### config.mk
export PLATFORM = sky130hd
export DESIGN_NAME = i2c_master_byte_engine_unit_flat
export DESIGN_NICKNAME = d
export VERILOG_FILES = /design/src/rtl/core/i2cme_pkg.sv /design/src/rtl/core/i2cme_if.sv /design/src/rtl/core/i2cme_seq.sv /design/src/rtl/core/i2cme_obuf.sv /design/src/rtl/core/i2c_master_byte_engine_unit.sv /design/src/flat_wrapper.sv
export SDC_FILE = /design/constraint.sdc
export NUM_CORES = 1
export LEC_CHECK = 0
export ABC_AREA = 1
export BUFFER_PORTS_ARGS = -buffer_cell sky130_fd_sc_hd__buf_2
export CAP_MARGIN = 20
export CELL_PAD_IN_SITES_DETAIL_PLACEMENT = 0
export CELL_PAD_IN_SITES_GLOBAL_PLACEMENT = 2
export CORE_UTILIZATION = 32
export CTS_CLUSTER_DIAMETER = 40
export DETAILED_ROUTE_END_ITERATION = 8
export HOLD_SLACK_MARGIN = 0.15
export PLACE_DENSITY_LB_ADDON = 0.1
export SLEW_MARGIN = 25
export SYNTH_ARGS = -nofsm -noshare
export SYNTH_HDL_FRONTEND = slang
export SYNTH_HIERARCHICAL = 1
export SYNTH_SLANG_ARGS = --single-unit
### constraint.sdc
create_clock -name clk -period 3.1 [get_ports clk]
set_input_delay 0.465 -clock clk [delete_from_list [all_inputs] [get_ports clk]]
set_output_delay 0.465 -clock clk [all_outputs]
set_load 0.03 [all_outputs]
### src/rtl/core/i2cme_pkg.sv
// i2cme_pkg: shared types and constants of the i2c master byte engine
// phase codes, command codes, beat payload structs and register reset values
// no dependencies
`default_nettype none

package i2cme_pkg;

    // bus sequencer phases
    typedef enum logic [3:0] {
        PH_IDLE     = 4'd0,
        PH_START_A  = 4'd1,
        PH_START_B  = 4'd2,
        PH_START_C  = 4'd3,
        PH_STOP_A   = 4'd4,
        PH_STOP_B   = 4'd5,
        PH_STOP_C   = 4'd6,
        PH_WR_LOW   = 4'd7,
        PH_WR_HIGH  = 4'd8,
        PH_ACK_LOW  = 4'd9,
        PH_ACK_HIGH = 4'd10,
        PH_END_LOW  = 4'd11,
        PH_RD_LOW   = 4'd12,
        PH_RD_HIGH  = 4'd13,
        PH_RA_LOW   = 4'd14,
        PH_RA_HIGH  = 4'd15
    } phase_t;

    // command codes
    localparam logic [2:0] ACT_NONE      = 3'd0;
    localparam logic [2:0] ACT_START     = 3'd1;
    localparam logic [2:0] ACT_STOP      = 3'd2;
    localparam logic [2:0] ACT_WRITE     = 3'd3;
    localparam logic [2:0] ACT_READ_ACK  = 3'd4;
    localparam logic [2:0] ACT_READ_NACK = 3'd5;

    // configuration register indexes
    localparam int CFG_IDX_W = 1;
    localparam logic [CFG_IDX_W-1:0] REG_HALF_PERIOD = 1'd0;
    localparam logic [CFG_IDX_W-1:0] REG_ACK_TIMEOUT = 1'd1;

    // register reset values
    localparam logic [7:0] HALF_PERIOD_RESET = 8'd5;
    localparam logic [7:0] ACK_TIMEOUT_RESET = 8'd250;

    // bits per byte on the bus
    localparam logic [3:0] BYTE_BITS = 4'd8;

    // one input beat
    typedef struct packed {
        logic [2:0] action;
        logic [7:0] tx_byte;
        logic       sda_in;
    } item_t;

    // one result beat
    typedef struct packed {
        logic       scl_out;
        logic       sda_out;
        logic       sda_drive;
        logic       busy_res;
        logic       done_res;
        logic [7:0] rx_byte;
        logic       ack_error;
    } result_t;

endpackage

`default_nettype wire

### src/rtl/core/i2cme_if.sv
// i2cme channel interfaces: input beat, result beat and configuration write
// depends on i2cme_pkg for the configuration index width
`default_nettype none

interface i2cme_in_if;
    logic       valid;
    logic       ready;
    logic [2:0] action;
    logic [7:0] tx_byte;
    logic       sda_in;

    modport source (output valid, output action, output tx_byte, output sda_in,
                    input ready);
    modport sink (input valid, input action, input tx_byte, input sda_in,
                  output ready);
endinterface

interface i2cme_out_if;
    logic       valid;
    logic       ready;
    logic       scl_out;
    logic       sda_out;
    logic       sda_drive;
    logic       busy_res;
    logic       done_res;
    logic [7:0] rx_byte;
    logic       ack_error;

    modport source (output valid, output scl_out, output sda_out, output sda_drive,
                    output busy_res, output done_res, output rx_byte,
                    output ack_error, input ready);
    modport sink (input valid, input scl_out, input sda_out, input sda_drive,
                  input busy_res, input done_res, input rx_byte, input ack_error,
                  output ready);
endinterface

interface i2cme_cfg_if;
    logic                            valid;
    logic                            ready;
    logic [i2cme_pkg::CFG_IDX_W-1:0] index;
    logic [7:0]                      data;

    modport source (output valid, output index, output data, input ready);
    modport sink (input valid, input index, input data, output ready);
endinterface

`default_nettype wire

### src/rtl/core/i2cme_seq.sv
// i2cme_seq: bus phase sequencer, one tick per accepted beat
// holds the engine state and forms the result of the beat combinationally
// depends on i2cme_pkg
`default_nettype none

module i2cme_seq (
    input  wire                  clk,
    input  wire                  rst_n,
    input  wire                  accept,
    input  i2cme_pkg::item_t     item,
    input  wire  [7:0]           half_period,
    input  wire  [7:0]           ack_timeout,
    output i2cme_pkg::result_t   result
);

    i2cme_pkg::phase_t phase_reg, phase_next;
    logic [3:0] bit_reg, bit_next;
    logic [7:0] shift_reg, shift_next;
    logic [7:0] tick_reg, tick_next;
    logic [7:0] wait_reg, wait_next;
    logic       scl_reg, scl_next;
    logic       sda_reg, sda_next;
    logic       drv_reg, drv_next;
    logic [7:0] rx_reg, rx_next;
    logic       err_reg, err_next;
    logic       nack_reg, nack_next;

    logic              done;
    logic              ent;
    i2cme_pkg::phase_t ent_phase;
    logic [7:0]        hp;
    logic [3:0]        bit_inc;

    // zero half period counts as one tick
    assign hp      = (half_period == 8'd0) ? 8'd1 : half_period;
    assign bit_inc = bit_reg + 4'd1;

    // state register
    always_ff @(posedge clk or negedge rst_n)
    begin
        if (!rst_n)
        begin
            phase_reg <= i2cme_pkg::PH_IDLE;
            bit_reg   <= '0;
            shift_reg <= '0;
            tick_reg  <= '0;
            wait_reg  <= '0;
            scl_reg   <= 1'b1;
            sda_reg   <= 1'b1;
            drv_reg   <= 1'b1;
            rx_reg    <= '0;
            err_reg   <= 1'b0;
            nack_reg  <= 1'b0;
        end
        else if (accept)
        begin
            phase_reg <= phase_next;
            bit_reg   <= bit_next;
            shift_reg <= shift_next;
            tick_reg  <= tick_next;
            wait_reg  <= wait_next;
            scl_reg   <= scl_next;
            sda_reg   <= sda_next;
            drv_reg   <= drv_next;
            rx_reg    <= rx_next;
            err_reg   <= err_next;
            nack_reg  <= nack_next;
        end
    end

    // next state of one tick
    always_comb
    begin
        phase_next = phase_reg;
        bit_next   = bit_reg;
        shift_next = shift_reg;
        tick_next  = tick_reg;
        wait_next  = wait_reg;
        scl_next   = scl_reg;
        sda_next   = sda_reg;
        drv_next   = drv_reg;
        rx_next    = rx_reg;
        err_next   = err_reg;
        nack_next  = nack_reg;
        done       = 1'b0;
        ent        = 1'b0;
        ent_phase  = i2cme_pkg::PH_IDLE;

        if (phase_reg == i2cme_pkg::PH_IDLE)
        begin
            // idle: take a new command
            bit_next  = '0;
            wait_next = '0;
            case (item.action)
                i2cme_pkg::ACT_START:
                begin
                    ent       = 1'b1;
                    ent_phase = i2cme_pkg::PH_START_A;
                end
                i2cme_pkg::ACT_STOP:
                begin
                    ent       = 1'b1;
                    ent_phase = i2cme_pkg::PH_STOP_A;
                end
                i2cme_pkg::ACT_WRITE:
                begin
                    shift_next = item.tx_byte;
                    err_next   = 1'b0;
                    ent        = 1'b1;
                    ent_phase  = i2cme_pkg::PH_WR_LOW;
                end
                i2cme_pkg::ACT_READ_ACK, i2cme_pkg::ACT_READ_NACK:
                begin
                    shift_next = '0;
                    nack_next  = (item.action == i2cme_pkg::ACT_READ_NACK);
                    ent        = 1'b1;
                    ent_phase  = i2cme_pkg::PH_RD_LOW;
                end
                default:
                begin
                end
            endcase
        end
        else if (phase_reg == i2cme_pkg::PH_ACK_HIGH && item.sda_in)
        begin
            // waiting for the slave to pull sda low
            if (wait_reg >= ack_timeout)
            begin
                err_next  = 1'b1;
                ent       = 1'b1;
                ent_phase = i2cme_pkg::PH_STOP_A;
            end
            else
            begin
                wait_next = wait_reg + 8'd1;
                if (tick_reg < hp)
                begin
                    tick_next = tick_reg + 8'd1;
                end
            end
        end
        else if (tick_reg >= hp)
        begin
            // half period over: move to the following phase
            case (phase_reg)
                i2cme_pkg::PH_START_A:
                begin
                    ent       = 1'b1;
                    ent_phase = i2cme_pkg::PH_START_B;
                end
                i2cme_pkg::PH_START_B:
                begin
                    ent       = 1'b1;
                    ent_phase = i2cme_pkg::PH_START_C;
                end
                i2cme_pkg::PH_STOP_A:
                begin
                    ent       = 1'b1;
                    ent_phase = i2cme_pkg::PH_STOP_B;
                end
                i2cme_pkg::PH_STOP_B:
                begin
                    ent       = 1'b1;
                    ent_phase = i2cme_pkg::PH_STOP_C;
                end
                i2cme_pkg::PH_WR_LOW:
                begin
                    ent       = 1'b1;
                    ent_phase = i2cme_pkg::PH_WR_HIGH;
                end
                i2cme_pkg::PH_WR_HIGH:
                begin
                    shift_next = {shift_reg[6:0], 1'b0};
                    bit_next   = bit_inc;
                    ent        = 1'b1;
                    ent_phase  = (bit_inc >= i2cme_pkg::BYTE_BITS) ?
                                 i2cme_pkg::PH_ACK_LOW : i2cme_pkg::PH_WR_LOW;
                end
                i2cme_pkg::PH_ACK_LOW:
                begin
                    wait_next = '0;
                    ent       = 1'b1;
                    ent_phase = i2cme_pkg::PH_ACK_HIGH;
                end
                i2cme_pkg::PH_ACK_HIGH:
                begin
                    ent       = 1'b1;
                    ent_phase = i2cme_pkg::PH_END_LOW;
                end
                i2cme_pkg::PH_RD_LOW:
                begin
                    ent       = 1'b1;
                    ent_phase = i2cme_pkg::PH_RD_HIGH;
                end
                i2cme_pkg::PH_RD_HIGH:
                begin
                    ent = 1'b1;
                    if (bit_reg >= i2cme_pkg::BYTE_BITS)
                    begin
                        rx_next   = shift_reg;
                        ent_phase = i2cme_pkg::PH_RA_LOW;
                    end
                    else
                    begin
                        ent_phase = i2cme_pkg::PH_RD_LOW;
                    end
                end
                i2cme_pkg::PH_RA_LOW:
                begin
                    ent       = 1'b1;
                    ent_phase = i2cme_pkg::PH_RA_HIGH;
                end
                i2cme_pkg::PH_RA_HIGH:
                begin
                    ent       = 1'b1;
                    ent_phase = i2cme_pkg::PH_END_LOW;
                end
                default:
                begin
                    // last phase of a command: back to idle
                    phase_next = i2cme_pkg::PH_IDLE;
                    tick_next  = '0;
                    done       = 1'b1;
                end
            endcase
        end
        else
        begin
            tick_next = tick_reg + 8'd1;
        end

        // phase entry: restart the tick count and set the line levels
        if (ent)
        begin
            phase_next = ent_phase;
            tick_next  = 8'd1;
            case (ent_phase)
                i2cme_pkg::PH_START_A, i2cme_pkg::PH_STOP_C:
                begin
                    scl_next = 1'b1;
                    sda_next = 1'b1;
                    drv_next = 1'b1;
                end
                i2cme_pkg::PH_START_B, i2cme_pkg::PH_STOP_B:
                begin
                    scl_next = 1'b1;
                    sda_next = 1'b0;
                    drv_next = 1'b1;
                end
                i2cme_pkg::PH_START_C, i2cme_pkg::PH_STOP_A:
                begin
                    scl_next = 1'b0;
                    sda_next = 1'b0;
                    drv_next = 1'b1;
                end
                i2cme_pkg::PH_WR_LOW:
                begin
                    scl_next = 1'b0;
                    sda_next = shift_next[7];
                    drv_next = 1'b1;
                end
                i2cme_pkg::PH_WR_HIGH, i2cme_pkg::PH_RA_HIGH:
                begin
                    scl_next = 1'b1;
                end
                i2cme_pkg::PH_ACK_LOW, i2cme_pkg::PH_END_LOW, i2cme_pkg::PH_RD_LOW:
                begin
                    scl_next = 1'b0;
                    sda_next = 1'b1;
                    drv_next = 1'b0;
                end
                i2cme_pkg::PH_ACK_HIGH, i2cme_pkg::PH_RD_HIGH:
                begin
                    scl_next = 1'b1;
                    sda_next = 1'b1;
                    drv_next = 1'b0;
                end
                i2cme_pkg::PH_RA_LOW:
                begin
                    scl_next = 1'b0;
                    sda_next = nack_next;
                    drv_next = 1'b1;
                end
                default:
                begin
                end
            endcase
        end

        // read sample on the last tick of the scl high half
        if (phase_next == i2cme_pkg::PH_RD_HIGH && tick_next == hp &&
            bit_next < i2cme_pkg::BYTE_BITS)
        begin
            shift_next = {shift_next[6:0], item.sda_in};
            bit_next   = bit_next + 4'd1;
        end
    end

    // result of the beat
    always_comb
    begin
        result.scl_out   = scl_next;
        result.sda_out   = drv_next ? sda_next : 1'b1;
        result.sda_drive = drv_next;
        result.busy_res  = (phase_next != i2cme_pkg::PH_IDLE);
        result.done_res  = done;
        result.rx_byte   = rx_next;
        result.ack_error = err_next;
    end

endmodule

`default_nettype wire

### src/rtl/core/i2cme_obuf.sv
// i2cme_obuf: result register with a skid stage behind it
// keeps the input side open while a result waits downstream
// depends on i2cme_pkg
`default_nettype none

module i2cme_obuf (
    input  wire                clk,
    input  wire                rst_n,
    input  wire                load,
    input  i2cme_pkg::result_t load_data,
    output logic               can_load,
    output logic               out_valid,
    input  wire                out_ready,
    output i2cme_pkg::result_t out_data
);

    logic               out_valid_reg;
    logic               skid_valid_reg;
    i2cme_pkg::result_t out_data_reg;
    i2cme_pkg::result_t skid_data_reg;
    logic               take;

    assign take      = out_valid_reg & out_ready;
    assign can_load  = ~skid_valid_reg;
    assign out_valid = out_valid_reg;
    assign out_data  = out_data_reg;

    // valid flags
    always_ff @(posedge clk or negedge rst_n)
    begin
        if (!rst_n)
        begin
            out_valid_reg  <= 1'b0;
            skid_valid_reg <= 1'b0;
        end
        else
        begin
            if (take && skid_valid_reg)
            begin
                skid_valid_reg <= 1'b0;
            end
            else if (load && out_valid_reg && !take)
            begin
                skid_valid_reg <= 1'b1;
            end

            if (load || (take && skid_valid_reg))
            begin
                out_valid_reg <= 1'b1;
            end
            else if (take)
            begin
                out_valid_reg <= 1'b0;
            end
        end
    end

    // payload
    always_ff @(posedge clk)
    begin
        if (take && skid_valid_reg)
        begin
            out_data_reg <= skid_data_reg;
        end
        else if (load && (!out_valid_reg || take))
        begin
            out_data_reg <= load_data;
        end

        if (load && out_valid_reg && !take)
        begin
            skid_data_reg <= load_data;
        end
    end

endmodule

`default_nettype wire

### src/rtl/core/i2c_master_byte_engine_unit.sv
// i2c_master_byte_engine_unit: top level of the i2c master byte engine
// depends on i2cme_pkg, i2cme_if, i2cme_seq and i2cme_obuf
//
//   channel | dir | beat contents
//   --------+-----+---------------------------------------------------------
//   in_ch   | in  | action, tx_byte, sda_in: one bus tick
//   out_ch  | out | scl_out, sda_out, sda_drive, busy_res, done_res, rx_byte,
//           |     | ack_error: line levels and status after the tick
//   cfg     | in  | index, data: register write, always ready
//
// one beat per cycle while in_ch is ready: a tick's result is formed combinationally
// and registered on acceptance, in the output register or the skid stage behind it
// the phase sequencer is the single loop: state updates once per accepted beat
// a result register plus a skid stage keep in_ch ready for one stalled beat;
// in_ch.ready drops only while both hold results
// reset clears the state to idle with scl and sda driven high, registers to 5 and 250
`default_nettype none

module i2c_master_byte_engine_unit (
    input  wire          clk,
    input  wire          rst_n,
    i2cme_in_if.sink     in_ch,
    i2cme_out_if.source  out_ch,
    i2cme_cfg_if.sink    cfg
);

    logic [7:0]         half_period_reg;
    logic [7:0]         ack_timeout_reg;
    logic               accept;
    logic               can_load;
    i2cme_pkg::item_t   item;
    i2cme_pkg::result_t result;
    i2cme_pkg::result_t out_data;

    // configuration registers
    assign cfg.ready = 1'b1;

    always_ff @(posedge clk or negedge rst_n)
    begin
        if (!rst_n)
        begin
            half_period_reg <= i2cme_pkg::HALF_PERIOD_RESET;
            ack_timeout_reg <= i2cme_pkg::ACK_TIMEOUT_RESET;
        end
        else if (cfg.valid)
        begin
            case (cfg.index)
                i2cme_pkg::REG_HALF_PERIOD: half_period_reg <= cfg.data;
                i2cme_pkg::REG_ACK_TIMEOUT: ack_timeout_reg <= cfg.data;
                default:
                begin
                end
            endcase
        end
    end

    // input beat
    assign in_ch.ready  = can_load;
    assign accept       = in_ch.valid & can_load;
    assign item.action  = in_ch.action;
    assign item.tx_byte = in_ch.tx_byte;
    assign item.sda_in  = in_ch.sda_in;

    i2cme_seq u_seq (
        .clk         (clk),
        .rst_n       (rst_n),
        .accept      (accept),
        .item        (item),
        .half_period (half_period_reg),
        .ack_timeout (ack_timeout_reg),
        .result      (result)
    );

    i2cme_obuf u_obuf (
        .clk       (clk),
        .rst_n     (rst_n),
        .load      (accept),
        .load_data (result),
        .can_load  (can_load),
        .out_valid (out_ch.valid),
        .out_ready (out_ch.ready),
        .out_data  (out_data)
    );

    // result beat
    assign out_ch.scl_out   = out_data.scl_out;
    assign out_ch.sda_out   = out_data.sda_out;
    assign out_ch.sda_drive = out_data.sda_drive;
    assign out_ch.busy_res  = out_data.busy_res;
    assign out_ch.done_res  = out_data.done_res;
    assign out_ch.rx_byte   = out_data.rx_byte;
    assign out_ch.ack_error = out_data.ack_error;

endmodule

`default_nettype wire

### src/flat_wrapper.sv
// flat-port wrapper written by rule: the top's interface ports become plain ports
module i2c_master_byte_engine_unit_flat 
  (clk, rst_n, in_ch_valid, in_ch_action, in_ch_tx_byte, in_ch_sda_in, in_ch_ready, out_ch_valid, out_ch_scl_out, out_ch_sda_out, out_ch_sda_drive, out_ch_busy_res, out_ch_done_res, out_ch_rx_byte, out_ch_ack_error, out_ch_ready, cfg_valid, cfg_index, cfg_data, cfg_ready);
  i2cme_in_if in_ch_i ();
  i2cme_out_if out_ch_i ();
  i2cme_cfg_if cfg_i ();
  input  wire clk;
  input  wire rst_n;
  input wire logic [$bits(in_ch_i.valid)-1:0] in_ch_valid;
  input wire logic [$bits(in_ch_i.action)-1:0] in_ch_action;
  input wire logic [$bits(in_ch_i.tx_byte)-1:0] in_ch_tx_byte;
  input wire logic [$bits(in_ch_i.sda_in)-1:0] in_ch_sda_in;
  output wire logic [$bits(in_ch_i.ready)-1:0] in_ch_ready;
  output wire logic [$bits(out_ch_i.valid)-1:0] out_ch_valid;
  output wire logic [$bits(out_ch_i.scl_out)-1:0] out_ch_scl_out;
  output wire logic [$bits(out_ch_i.sda_out)-1:0] out_ch_sda_out;
  output wire logic [$bits(out_ch_i.sda_drive)-1:0] out_ch_sda_drive;
  output wire logic [$bits(out_ch_i.busy_res)-1:0] out_ch_busy_res;
  output wire logic [$bits(out_ch_i.done_res)-1:0] out_ch_done_res;
  output wire logic [$bits(out_ch_i.rx_byte)-1:0] out_ch_rx_byte;
  output wire logic [$bits(out_ch_i.ack_error)-1:0] out_ch_ack_error;
  input wire logic [$bits(out_ch_i.ready)-1:0] out_ch_ready;
  input wire logic [$bits(cfg_i.valid)-1:0] cfg_valid;
  input wire logic [$bits(cfg_i.index)-1:0] cfg_index;
  input wire logic [$bits(cfg_i.data)-1:0] cfg_data;
  output wire logic [$bits(cfg_i.ready)-1:0] cfg_ready;
  assign in_ch_i.valid = in_ch_valid;
  assign in_ch_i.action = in_ch_action;
  assign in_ch_i.tx_byte = in_ch_tx_byte;
  assign in_ch_i.sda_in = in_ch_sda_in;
  assign in_ch_ready = in_ch_i.ready;
  assign out_ch_valid = out_ch_i.valid;
  assign out_ch_scl_out = out_ch_i.scl_out;
  assign out_ch_sda_out = out_ch_i.sda_out;
  assign out_ch_sda_drive = out_ch_i.sda_drive;
  assign out_ch_busy_res = out_ch_i.busy_res;
  assign out_ch_done_res = out_ch_i.done_res;
  assign out_ch_rx_byte = out_ch_i.rx_byte;
  assign out_ch_ack_error = out_ch_i.ack_error;
  assign out_ch_i.ready = out_ch_ready;
  assign cfg_i.valid = cfg_valid;
  assign cfg_i.index = cfg_index;
  assign cfg_i.data = cfg_data;
  assign cfg_ready = cfg_i.ready;
  i2c_master_byte_engine_unit u_core (.clk(clk), .rst_n(rst_n), .in_ch(in_ch_i), .out_ch(out_ch_i), .cfg(cfg_i));
endmodule
* After elaboration in Yosys (flattened, before gate mapping)
Cells that the tools add are included.
** Operators by class
- Add/subtract/negate cells :: 4
- $lt $le $gt $ge :: 6
- Equal/unequal tests :: 35
- Multiplexer cells :: 71
- Bitwise gates (word level) :: 4
- Reductions and logical operators :: 32
** Operators with widths (number)
- $mux W8 :: 23
- $eq A4 B4 Y1 const B :: 16
- $mux W4 :: 14
- $pmux W4 S11 :: 1
- $eq A4 B3 Y1 const B :: 7
- $mux W14 :: 2
- $mux W1 :: 24
- $add A8 B1 Y8 const B :: 2
- $ge A8 B8 Y1 :: 2
- $pmux W4 S4 :: 1
- $pmux W8 S2 :: 1
- $reduce_or A8 Y1 :: 2
- $reduce_or A7 Y1 :: 2
- $eq A4 B2 Y1 const B :: 3
- $reduce_or A12 Y1 :: 1
- $reduce_or A5 Y1 :: 2
- $add A4 B1 Y4 const B :: 2
- $eq A4 B1 Y1 const B :: 2
- $eq A8 B8 Y1 :: 1
- $ge A4 B4 Y1 const B :: 2
- $logic_not A8 Y1 :: 1
- $lt A8 B8 Y1 :: 1
- $logic_and A1 B1 Y1 :: 7
- $eq A3 B2 Y1 const B :: 2
- other kinds (20) :: 31
** Storage, ports and cells
- Flip-flop bits (word level) :: 91
- Input port bits :: 26
- Output and inout port bits :: 17
- Logic and storage cells :: 181

* Depth between registers and ports, before layout
Gate-level depths: netlist of the first run.
- Depth after elaboration :: 14
- Gate-level depth with buffers :: 27
- Depth with buffers taken out :: 27

* Cells and area by module
Netlist of the first run, hierarchy kept.
** By module, submodules not included
- i2cme_seq :: times used 1, cells each 656, area each 4156.5 um^2, seq. area each 1129.8 um^2
- i2cme_obuf :: times used 1, cells each 91, area each 1201.2 um^2, seq. area each 890.9 um^2
- i2c_master_byte_engine_unit :: times used 1, cells each 74, area each 679.4 um^2, seq. area each 410.4 um^2

* Worst setup path before layout of the first run
OpenSTA, ideal clock, no wires.
- Path type :: register to register
- Start point :: reg u_core.half_period_reg[6]
- End point :: reg u_core.u_obuf.out_data_reg (netlist bit u_core/u_obuf/out_data[12]), data pin
- Library setup time :: 254 ps
- Arrival time :: 2659 ps
- Path slack :: 187 ps
- Stages on the path, launching flop included :: 25
- Buffers on the path :: 1
- Cells stage by stage :: dfrtp_1 inv_1 nand4_1 nor4_1 nor2_1 inv_1 ha_1 inv_1 nand2_1 nand2_1 nand2_1 nand2_1 nand2_1 nand3_2 buf_4 nand2_1 clkinv_1 o21ai_0 o21ai_0 o211ai_1 nand4_1 o21ai_0 nand2_1 nand2_1 nand2_1
** RTL lines
- from (decl) :: RTL line i2c_master_byte_engine_unit.sv:27 : logic [7:0] half_period_reg;
- from (signal assigned) :: RTL line i2c_master_byte_engine_unit.sv:42 : half_period_reg <= i2cme_pkg::HALF_PERIOD_RESET;
- from (signal assigned) :: RTL line i2c_master_byte_engine_unit.sv:48 : i2cme_pkg::REG_HALF_PERIOD: half_period_reg <= cfg.data;
- to (signal assigned) :: RTL line i2cme_obuf.sv:63 : out_data_reg <= skid_data_reg;
- to (signal assigned) :: RTL line i2cme_obuf.sv:67 : out_data_reg <= load_data;
- to (decl) :: RTL line i2cme_obuf.sv:19 : i2cme_pkg::result_t out_data_reg;

* Worst setup path after layout of the first run
- Start point :: reg u_core.half_period_reg[6]
- End point :: reg u_core.u_seq.shift_reg[5]
** Between the ends
- Cells in the longest elaborated chain, start to end :: 12
- Elaborated cells between the ends (all ways) :: 32
- Classes of those cells :: order compare (3); eq/ne (2); mux (24); reduce/logical (3)
** Ends and longest elaborated chain
- $logic_not A8 Y1 :: RTL line i2cme_seq.sv:35 : assign hp = (half_period == 8'd0) ? 8'd1 : half_period;
- $mux W8 * :: RTL line i2cme_seq.sv:35
- $lt A8 B8 Y1 :: RTL line i2cme_seq.sv:136 : if (tick_reg < hp)
- $mux W8 :: RTL line i2cme_seq.sv:136
- $mux W8 :: RTL line i2cme_seq.sv:127 : if (wait_reg >= ack_timeout)
- $mux W8 :: RTL line i2cme_seq.sv:124 : else if (phase_reg == i2cme_pkg::PH_ACK_HIGH && item.sda_in)
- $mux W8 :: RTL line i2cme_seq.sv:89 : if (phase_reg == i2cme_pkg::PH_IDLE)
- $mux W8 :: RTL line i2cme_seq.sv:233 : if (ent)
- $eq A8 B8 Y1 :: RTL line i2cme_seq.sv:291 : if (phase_next == i2cme_pkg::PH_RD_HIGH && tick_next == hp &&
- $logic_and A1 B1 Y1 (2 in a row) :: RTL line i2cme_seq.sv:291
- $mux W8 * :: RTL line i2cme_seq.sv:291
- to (signal assigned) :: RTL line i2cme_seq.sv:59 : shift_reg <= shift_next;
- to (decl) :: RTL line i2cme_seq.sv:18 : logic [7:0] shift_reg, shift_next;
Every way passes the cells marked *; elsewhere a longest branch is shown, timed or not.
A chain may end at the register's enable or synchronous reset.

==> impl_metrics.json, run 1 <==
{
  "routabilityCongestion": 0.858,
  "drtPass1Iterations": 6,
  "syn_area_per_cell_sq_um": 7.35,
  "seq_area_frac_synth": 0.403,
  "synth_edf_count": 28,
  "clk_pin_slew_ps": 70,
  "critical_path_buf_inv_count": 14,
  "hp-class": "in -> async",
  "detail_route.iter0.violations": 249,
  "via_per_inst": 4.94,
  "final_area_sq_um": 7870,
  "final_nets": 991,
  "syn_to_final_growth_pct": 30.3,
  "skew_ps": 12.0,
  "drc": 0,
  "synth_top_area_frac": 0.216,
  "status": "finished with violations",
  "power_density_nw_per_um2": 932,
  "cts_max_level": 3,
  "worstPathArrival_ps": 3350,
  "syn_area_sq_um": 6040,
  "worstMarginPinSlew_ps": 838,
  "wire_per_inst_um": 15.5,
  "clock_latency_ps": 360,
  "grt_overflow": 0,
  "r2r-start": "u_core/half_period_reg[6]$_DFFE_PN0P_",
  "reg2reg_to": "u_core/u_seq/shift_reg[5]$_DFFE_PN0P_",
  "critPathCaptureType": "register",
  "portBuffers": 41,
  "slew_violations": 0,
  "timing.fmax_ghz": 0.319,
  "cts_tree": "yes",
  "fin_crit_ps": 3140,
  "hpwlAfterDp_um": 12800,
  "r2r_setup_slack_ps": -40,
  "violations": "setup timing",
  "worst_r2r_path_depth": 25,
  "crit_family": "buffers and inverters",
  "ys_types": 44,
  "num_rows": 49,
  "grt_usage": 0.190,
  "final_antenna_net_count": 0,
  "antenna_cells": 0,
  "initial_core_util": 0.332,
  "syn_inst": 821,
  "synth-seq-cells": 91,
  "leakagePower_nw": 3.72,
  "crit_fanout": 14,
  "antenna_found_initial": 0,
  "slew_headroom": 0.441,
  "ioPinCount": 43,
  "place_area_sq_um": 6930,
  "grt_pass1_wl_um": 28600,
  "async_flop_share": 0.692,
  "die_w_um": 139,
  "cp_slowest_cell": "dfrtp_1",
  "dp.cells": 1130,
  "grt_max_degree": 66,
  "yosys.area.top_type": "dfrtp_1",
  "numCtsBuffers": 9,
  "core-area_sq_um": 18200,
  "syn-num-nets": 870,
  "crit_type": "reg -> reg",
  "clock_sink_count": 91,
  "finalNonFillerCells": 1176,
  "setup_viol": 9,
  "hold_viol_final": 0,
  "ys.warnings.count": 6,
  "die_h_um": 139,
  "fillCellCount": 1888,
  "synth.area.top_cells": "dfrtp_1 22%, nand2_1 15%, edfxtp_1 14%, nand3_1 6.2%, inv_1 5.6%",
  "dieArea_sq_um": 19400,
  "dr_total_vias": 5811,
  "synth_common_cells": "244 x nand2_1, 90 x inv_1, 75 x nand3_1, 53 x o21ai_0",
  "drive_above_1_share": 0.298,
  "setup_ws_ps": -38.5,
  "p_total_w": 0.00734,
  "period_share": 1.01,
  "rsz0062_at_grt": "yes",
  "cts-root-buf": "clkbuf_16",
  "path_common_cell": "buf_4",
  "maxCapViolCount": 0,
  "ir_drop_v": 0.000425,
  "critPathLaunchType": "register",
  "drt_wl_total_um": 18200,
  "cts_buffer_depth": 2,
  "yosysMostFrequentCell": "nand2_1",
  "synth_ff_type": "dfrtp_1",
  "cp.required_ps": 3310,
  "grt_pass1_vias": 5545,
  "slowest_delay_ps": 390
}
per-stage QoR:
stage / TNS, ps / util / hold slack [ps] / worst slack [ps]
2_1_floorplan: 0 / - / 169 / 187
3_3_place_gp: -98.5 / 0.381 / 458 / -71.7
3_5_place_dp: -832 / 0.381 / 457 / -99.3
4_1_cts: -0.872 / 0.408 / 230 / -0.872
5_1_grt: -5020 / 0.432 / 252 / -333
6_report: -191 / 0.432 / 207 / -38.5
area by class of cell:
class / instances / area, sq um / share of cell area
clock inverter: 6 / 61.3 / 0.00779
inverter: 101 / 392 / 0.0498
sequential: 91 / 2430 / 0.309
clock buffer: 10 / 239 / 0.0304
tap: 229 / 287 / 0.0364
timing repair buffer: 140 / 1090 / 0.139
multi-input combinational: 599 / 3360 / 0.428
how the worst max path moves through the flow:
| stage | cells after the start | startpoint | endpoint |
|---|---|---|---|
| 2_1_floorplan | 24 | u_core/half_period_reg[6]$_DFFE_PN0P_ | u_core/u_obuf/out_data[12]$_DFFE_PP_ |
| 3_3_place_gp | 24 | u_core/half_period_reg[1]$_DFFE_PN0P_ | u_core/u_obuf/out_data[12]$_DFFE_PP_ |
| 3_5_place_dp | 24 | u_core/half_period_reg[6]$_DFFE_PN0P_ | u_core/u_obuf/out_data[11]$_DFFE_PP_ |
| 4_1_cts | 24 | u_core/half_period_reg[1]$_DFFE_PN0P_ | u_core/u_obuf/out_data[12]$_DFFE_PP_ |
| 5_1_grt | 25 | u_core/half_period_reg[2]$_DFFE_PN1P_ | u_core/u_seq/shift_reg[2]$_DFFE_PN0P_ |
| 6_report | 25 | u_core/half_period_reg[6]$_DFFE_PN0P_ | u_core/u_seq/shift_reg[5]$_DFFE_PN0P_ |
report_power, final:
part | total, W | switching [W] | internal [W]
Clock | 0.00111 | 0.000525 | 0.000583
Combinational | 0.00439 | 0.00265 | 0.00174
Sequential | 0.00184 | 0.000199 | 0.00164
logic make-up after synthesis:
kind of cell               after synthesis  synth area share
adders and majority gates               23            0.0477
DFF                                     91             0.403
other                                    1          0.000621
AOI/OAI and AO/OA                      119             0.109
and+or+nand+nor                        450             0.336
xor gates and xnor gates                 5           0.00725
buffers and inverters                  132            0.0968
cells in the final DEF (no fill, tap or decap), types with 2 or more instances in the layout:
| cell | n |
|---|---|
| a31oi_1 | 4 |
| inv_1 | 80 |
| o21ai_0 | 37 |
| o211ai_1 | 3 |
| o22ai_1 | 3 |
| nand4_1 | 23 |
| clkinv_4 | 3 |
| nand3_1 | 70 |
| nand2_8 | 4 |
| nor2_2 | 14 |
| inv_4 | 3 |
| o21bai_1 | 2 |
| edfxtp_1 | 28 |
| o21ai_2 | 14 |
| inv_2 | 15 |
| nand2_1 | 220 |
| nand2_2 | 27 |
| nand3_2 | 8 |
| a21oi_4 | 3 |
| buf_2 | 41 |
| dfrtp_1 | 52 |
| ha_1 | 22 |
| xor2_1 | 5 |
| nand2_4 | 8 |
| clkbuf_16 | 10 |
| buf_12 | 8 |
| buf_6 | 2 |
| dfstp_2 | 11 |
| nor3_1 | 17 |
| nor2_1 | 42 |
| nand3_4 | 3 |
| a21oi_1 | 27 |
| a221oi_1 | 6 |
| nor2_4 | 8 |
| o21ai_1 | 16 |
| clkinvlp_4 | 2 |
| buf_4 | 87 |
layer usage:
metal  part of all wire  global-route usage  up-vias  wire (um)
li1                   -                   -     2962          -
met1               0.45               0.238     2720       8170
met2               0.51               0.329      113       9210
met3              0.033              0.0406       16        592
met4              0.011              0.0497        0        193
met5                  0                   0        -          0
timing repair:
item	4_1_cts	5_1_grt
hold buffers	0	0
pin swaps	1	22
setup buffers	15	12
resized for setup	19	93
cloned	1	2
endpoints found under the setup margin	17	51
(Power assumes the default switching activity.)
==> inputs of run 2 (changes only) <==
SETUP_SLACK_MARGIN = 0.02   (was unset)
==> run 2 against run 1 <==
Compared with the run above: the run still ends with setup timing left; cell count grew 1.4%; non-clock buffer count grew 15; via count grew 1.9%; worst setup slack lost 110 ps; hold slack lost 3.2 ps; register-to-register slack lost 110 ps; clock skew is essentially flat; sequential power is essentially flat; clock power is essentially flat; cell area grew 3.7%.
==> impl_metrics.json, run 2 (synthesized netlist as in run 1, its figures left out) <==
{
  "final_cell_mix": "204 x nand2_1, 97 x buf_4, 78 x inv_1, 58 x nand3_1, 52 x dfrtp_1",
  "slew_headroom": 0.445,
  "cts_tree": "yes",
  "timing.fmax_ghz": 0.308,
  "final_antenna_net_count": 0,
  "maxCapViolCount": 0,
  "portBuffers": 41,
  "drtPass1Iterations": 5,
  "hp-class": "in -> async",
  "fin_crit_ps": 3240,
  "slowest_delay_ps": 570,
  "routabilityCongestion": 0.858,
  "wire_per_inst_um": 15.5,
  "ir_drop_v": 0.000417,
  "drive_above_1_share": 0.347,
  "critPathCaptureType": "register",
  "p_int_w": 0.00410,
  "rsz0062_at_grt": "yes",
  "path_common_cell": "buf_4",
  "dr_total_vias": 5922,
  "critPathLaunchType": "register",
  "hpwlAfterDp_um": 12800,
  "power_density_nw_per_um2": 935,
  "crit_type": "reg -> reg",
  "crit_chain": "nor4_2, nor2_1, inv_1, buf_4, buf_4, buf_4, buf_4, buf_4, buf_4, buf_4, buf_4, buf_4, buf_4, buf_4, buf_4, a21oi_1, nor2_1, nand2_1, nor2_4, buf_12, nand2_8, nand2_2, nand3_1, o21ai_1",
  "violations": "setup timing",
  "cts_buffer_depth": 2,
  "core-area_sq_um": 18200,
  "setup_ws_ps": -144,
  "power_frac_seq": 0.241,
  "numCtsBuffers": 9,
  "slew_violations": 0,
  "grt_max_degree": 66,
  "die_h_um": 139,
  "drt_wl_total_um": 18500,
  "detail_route.iter0.violations": 250,
  "antenna_found_initial": 0,
  "grt_pass1_wl_um": 29100,
  "drc": 0,
  "dieArea_sq_um": 19400,
  "clk_pin_slew_ps": 80,
  "cp_slowest_cell": "dfstp_2",
  "cts_max_level": 3,
  "worstMarginPinSlew_ps": 833,
  "worst_r2r_path_depth": 24,
  "status": "finished with violations",
  "cp.required_ps": 3330,
  "final_nets": 1007,
  "holdWs_ps": 204,
  "crit_fanout": 8,
  "grt_overflow": 0,
  "switchingPower_w": 0.00353,
  "antenna_cells": 0,
  "period_share": 1.05,
  "cts-root-buf": "clkbuf_16",
  "worstPathArrival_ps": 3470,
  "skew_ps": 11.5,
  "grt_pass1_vias": 5689,
  "via_per_inst": 4.97,
  "grt_usage": 0.193,
  "clkPwrFrac": 0.145,
  "clock_latency_ps": 360,
  "layout_commonest_cell": "nand2_1",
  "die_w_um": 139,
  "hold_viol_final": 0,
  "ioPinCount": 43,
  "swShare": 0.462,
  "clock_sink_count": 91,
  "leakagePower_nw": 3.82,
  "syn_to_final_growth_pct": 35.1,
  "initial_core_util": 0.332,
  "num_rows": 49,
  "post-route-util": 0.448,
  "ctsHoldBuffers": 0,
  "p_comb_frac": 0.614,
  "setup_viol": 16
}
[run 2: changes by cell type in the layout (fill, tap and decap cells not counted), sizes merged]
cell	delta
buf	+14
clkinv	+1
inv	-1
nand2	+1
clkbuf	+1
[run 2: worst max-delay path, delay by kind of cell (launching register included)]
kind | cells | cell delay, ps
and+or+nand+nor | 8 | 680
DFF | 1 | 570
AOI/OAI and AO/OA | 2 | 180
buffers and inverters | 14 | 1690
[run 2: final timing paths]
check / endpoint / from / slack, ps
max: u_core/u_seq/shift_reg[6]$_DFFE_PN0P_ / u_core/half_period_reg[2]$_DFFE_PN1P_ / -140
min reg2reg: u_core/ack_timeout_reg[4]$_DFFE_PN1P_ / u_core/ack_timeout_reg[4]$_DFFE_PN1P_ / 460
min: u_core/u_obuf/out_valid$_DFFE_PN0P_ / rst_n / 200
max reg2reg: u_core/u_seq/shift_reg[6]$_DFFE_PN0P_ / u_core/half_period_reg[2]$_DFFE_PN1P_ / -140
max in group asynchronous: u_core/u_seq/scl_reg$_DFFE_PN1P_ / rst_n / 2140
min in group clk: u_core/ack_timeout_reg[3]$_DFFE_PN1P_ / cfg_data[3] / 350
[run 2: timing repair]
| item | in CTS | in global routing |
|---|---|---|
| pin swaps | 6 | 26 |
| setup buffers | 27 | 15 |
| setup endpoints to repair | 20 | 52 |
| resized for setup | 33 | 122 |
| gates cloned | 2 | 3 |
[run 2: power by group through the flow]
stage          combinational, W  sequential [W]  clock, W
2_1_floorplan           0.00216         0.00197         0
3_3_place_gp            0.00362         0.00185         0
3_5_place_dp            0.00362         0.00185         0
4_1_cts                 0.00400         0.00183   0.00116
5_1_grt                 0.00511         0.00188   0.00121
6_report                0.00468         0.00183   0.00111
[run 2: routing by layer]
layer	global-route usage	wire length, um
met1	0.239	8160
met2	0.334	9450
met3	0.0427	643
met4	0.0579	274
met5	0	0
[run 2: final cells by class]
type | count | area [sq um]
Fill cell | 1871 | 10100
Clock inverter | 6 | 61.3
Inverter | 101 | 389
Tap cell | 229 | 287
Timing Repair Buffer | 155 | 1230
Sequential cell | 91 | 2430
Multi-Input combinational cell | 600 | 3520
Clock buffer | 10 | 239
[run 2: stage by stage]
step / instances / setup slack (ps) / setup TNS (ps) / total power, W / area [sq um]
floorplan: 821 / 187 / 0 / 0.00412 / 6040
global placement: 1130 / -71.7 / -98.5 / 0.00546 / 6930
detailed placement: 1130 / -99.3 / -832 / 0.00548 / 6930
CTS: 1175 / -0.938 / -0.938 / 0.00699 / 7580
global route: 1192 / -368 / -5570 / 0.00819 / 8160
finish: 1192 / -144 / -1520 / 0.00763 / 8160
==> inputs of run 3 (changes only) <==
RECOVER_POWER = 25   (was unset)
==> run 3 against run 2 <==
Compared with the run above: the run ends with capacitance limit, slew limit, setup timing left; critical path depth unchanged; clock power about the same; largest power group unchanged; highest routed layer unchanged; non-clock buffer count unchanged; sequential cell count unchanged; die area unchanged.
==> impl_metrics.json, run 3 (synthesized netlist as in run 1, its figures left out) <==
{
  "fillCellCount": 1872,
  "period_share": 1.05,
  "slew_violations": 31,
  "power_density_nw_per_um2": 936,
  "cts_buffer_depth": 2,
  "fin_crit_ps": 3240,
  "clock_latency_ps": 360,
  "syn_to_final_growth_pct": 34.9,
  "leakagePower_nw": 3.81,
  "numCtsBuffers": 9,
  "crit_fanout": 8,
  "critPathCaptureType": "register",
  "timing.fmax_ghz": 0.308,
  "min_from": "cfg_data[3]",
  "clk_pin_slew_ps": 80,
  "cts_tree": "yes",
  "grt_max_degree": 66,
  "rsz0062_at_grt": "yes",
  "clock_sink_count": 91,
  "worst_r2r_path_depth": 24,
  "drc": 0,
  "grt_overflow": 0,
  "num_rows": 49,
  "drive_above_1_share": 0.343,
  "dieArea_sq_um": 19400,
  "final_nets": 1007,
  "crit_type": "reg -> reg",
  "hold_end": "u_core/ack_timeout_reg[3]$_DFFE_PN1P_",
  "antenna_cells": 0,
  "reg2reg_to": "u_core/u_seq/shift_reg[1]$_DFFE_PN0P_",
  "core-area_sq_um": 18200,
  "layout_commonest_cell": "nand2_1",
  "slew_headroom": -0.336,
  "grt_pass1_wl_um": 29100,
  "status": "finished with violations",
  "drt_wl_total_um": 18500,
  "hold_viol_final": 0,
  "final_cell_mix": "206 x nand2_1, 97 x buf_4, 78 x inv_1, 58 x nand3_1, 52 x dfrtp_1",
  "skew_ps": 11.4,
  "routabilityCongestion": 0.858,
  "ioPinCount": 43,
  "initial_core_util": 0.332,
  "critPathLaunchType": "register",
  "maxCapViolCount": 1,
  "cp.required_ps": 3330,
  "r2r-start": "u_core/half_period_reg[2]$_DFFE_PN1P_",
  "grt_pass1_vias": 5689,
  "fin_tns_setup_ps": -1530,
  "final_antenna_net_count": 0,
  "worstPathArrival_ps": 3470,
  "detail_route.iter0.violations": 246,
  "via_per_inst": 4.96,
  "hp-class": "in -> reg",
  "grt_usage": 0.193,
  "cts_max_level": 3,
  "ir_drop_v": 0.000416,
  "wire_per_inst_um": 15.5,
  "ctsHoldBuffers": 0,
  "post-route-util": 0.447,
  "cts-root-buf": "clkbuf_16",
  "die_w_um": 139,
  "setup_viol": 16,
  "antenna_found_initial": 0,
  "dr_total_vias": 5915,
  "portBuffers": 41,
  "worstMarginPinSlew_ps": 2000,
  "die_h_um": 139,
  "r2r_setup_slack_ps": -140,
  "drtPass1Iterations": 5,
  "whs_path_depth": 3,
  "violations": "capacitance limit, slew limit, setup timing",
  "p_total_w": 0.00763,
  "hpwlAfterDp_um": 12800,
  "setup_ws_ps": -144
}
-- run 3: metrics by stage --
| step | worst slack, ps | hold WS [ps] | cell area [sq um] | cells |
|---|---|---|---|---|
| after global placement | -71.7 | 458 | 6930 | 1130 |
| after CTS | -0.938 | 230 | 7580 | 1175 |
| after floorplan | 187 | 169 | 6040 | 821 |
| final | -144 | 344 | 8140 | 1192 |
| after global routing | -368 | 348 | 8140 | 1192 |
| after detailed placement | -99.3 | 457 | 6930 | 1130 |
-- run 3: cell type report --
cell class / count / area (sq um) / share of cell area
Timing Repair Buffer: 155 / 1230 / 0.151
Multi-Input combinational cell: 600 / 3510 / 0.431
Tap cell: 229 / 287 / 0.0352
Inverter: 101 / 389 / 0.0478
Clock buffer: 10 / 239 / 0.0293
Clock inverter: 6 / 61.3 / 0.00753
Sequential cell: 91 / 2430 / 0.299
-- run 3: power breakdown --
| group | internal [W] | leakage [nW] | total, W | switching, W |
|---|---|---|---|---|
| sequential | 0.00164 | 1.07 | 0.00183 | 0.000196 |
| combinational | 0.00188 | 2.60 | 0.00468 | 0.00281 |
| clock | 0.000583 | 0.144 | 0.00111 | 0.000525 |
| total | 0.00410 | 3.81 | 0.00763 | 0.00353 |
-- run 3: worst max-delay path by stage --
stage                                           from                                    end  slack (ps)  cells past startpoint
6_report       u_core/half_period_reg[2]$_DFFE_PN1P_  u_core/u_seq/shift_reg[1]$_DFFE_PN0P_        -140                     24
5_1_grt        u_core/half_period_reg[2]$_DFFE_PN1P_  u_core/u_seq/shift_reg[2]$_DFFE_PN0P_        -370                     25
4_1_cts        u_core/half_period_reg[3]$_DFFE_PN0P_   u_core/u_obuf/out_data[12]$_DFFE_PP_        -0.9                     24
3_5_place_dp   u_core/half_period_reg[6]$_DFFE_PN0P_   u_core/u_obuf/out_data[11]$_DFFE_PP_        -100                     24
3_3_place_gp   u_core/half_period_reg[1]$_DFFE_PN0P_   u_core/u_obuf/out_data[12]$_DFFE_PP_         -70                     24
2_1_floorplan  u_core/half_period_reg[6]$_DFFE_PN0P_   u_core/u_obuf/out_data[12]$_DFFE_PP_         190                     24
-- run 3: routing by layer --
metal  vias up  track usage  share of wire
met4         0       0.0579          0.015
met2       110        0.334           0.51
li1       2999            -              -
met3        18       0.0427          0.034
met1      2788        0.239           0.44
met5         -            0              0
-- run 3: critical path: stages, from the launching register on --
cell and delay, ps:
dfstp_2 570, nor4_2 50, nor2_1 170, inv_1 90
buf_4 130, buf_4 120, buf_4 120, buf_4 120
buf_4 120, buf_4 120, buf_4 120, buf_4 120
buf_4 120, buf_4 120, buf_4 120, buf_4 120
a21oi_1 110, nor2_1 50, nand2_1 110, nor2_4 70
buf_12 150, nand2_8 80, nand2_1 50, nand3_1 90
o21ai_1 80
-- run 3: repair_timing --
item                                   in CTS  in global routing
gates cloned                                2                  3
resized for setup                          33                122
setup endpoints to repair                  20                 52
buffers inserted                           27                 15
endpoints found under the hold margin       0                  0
pin swaps                                   6                 26
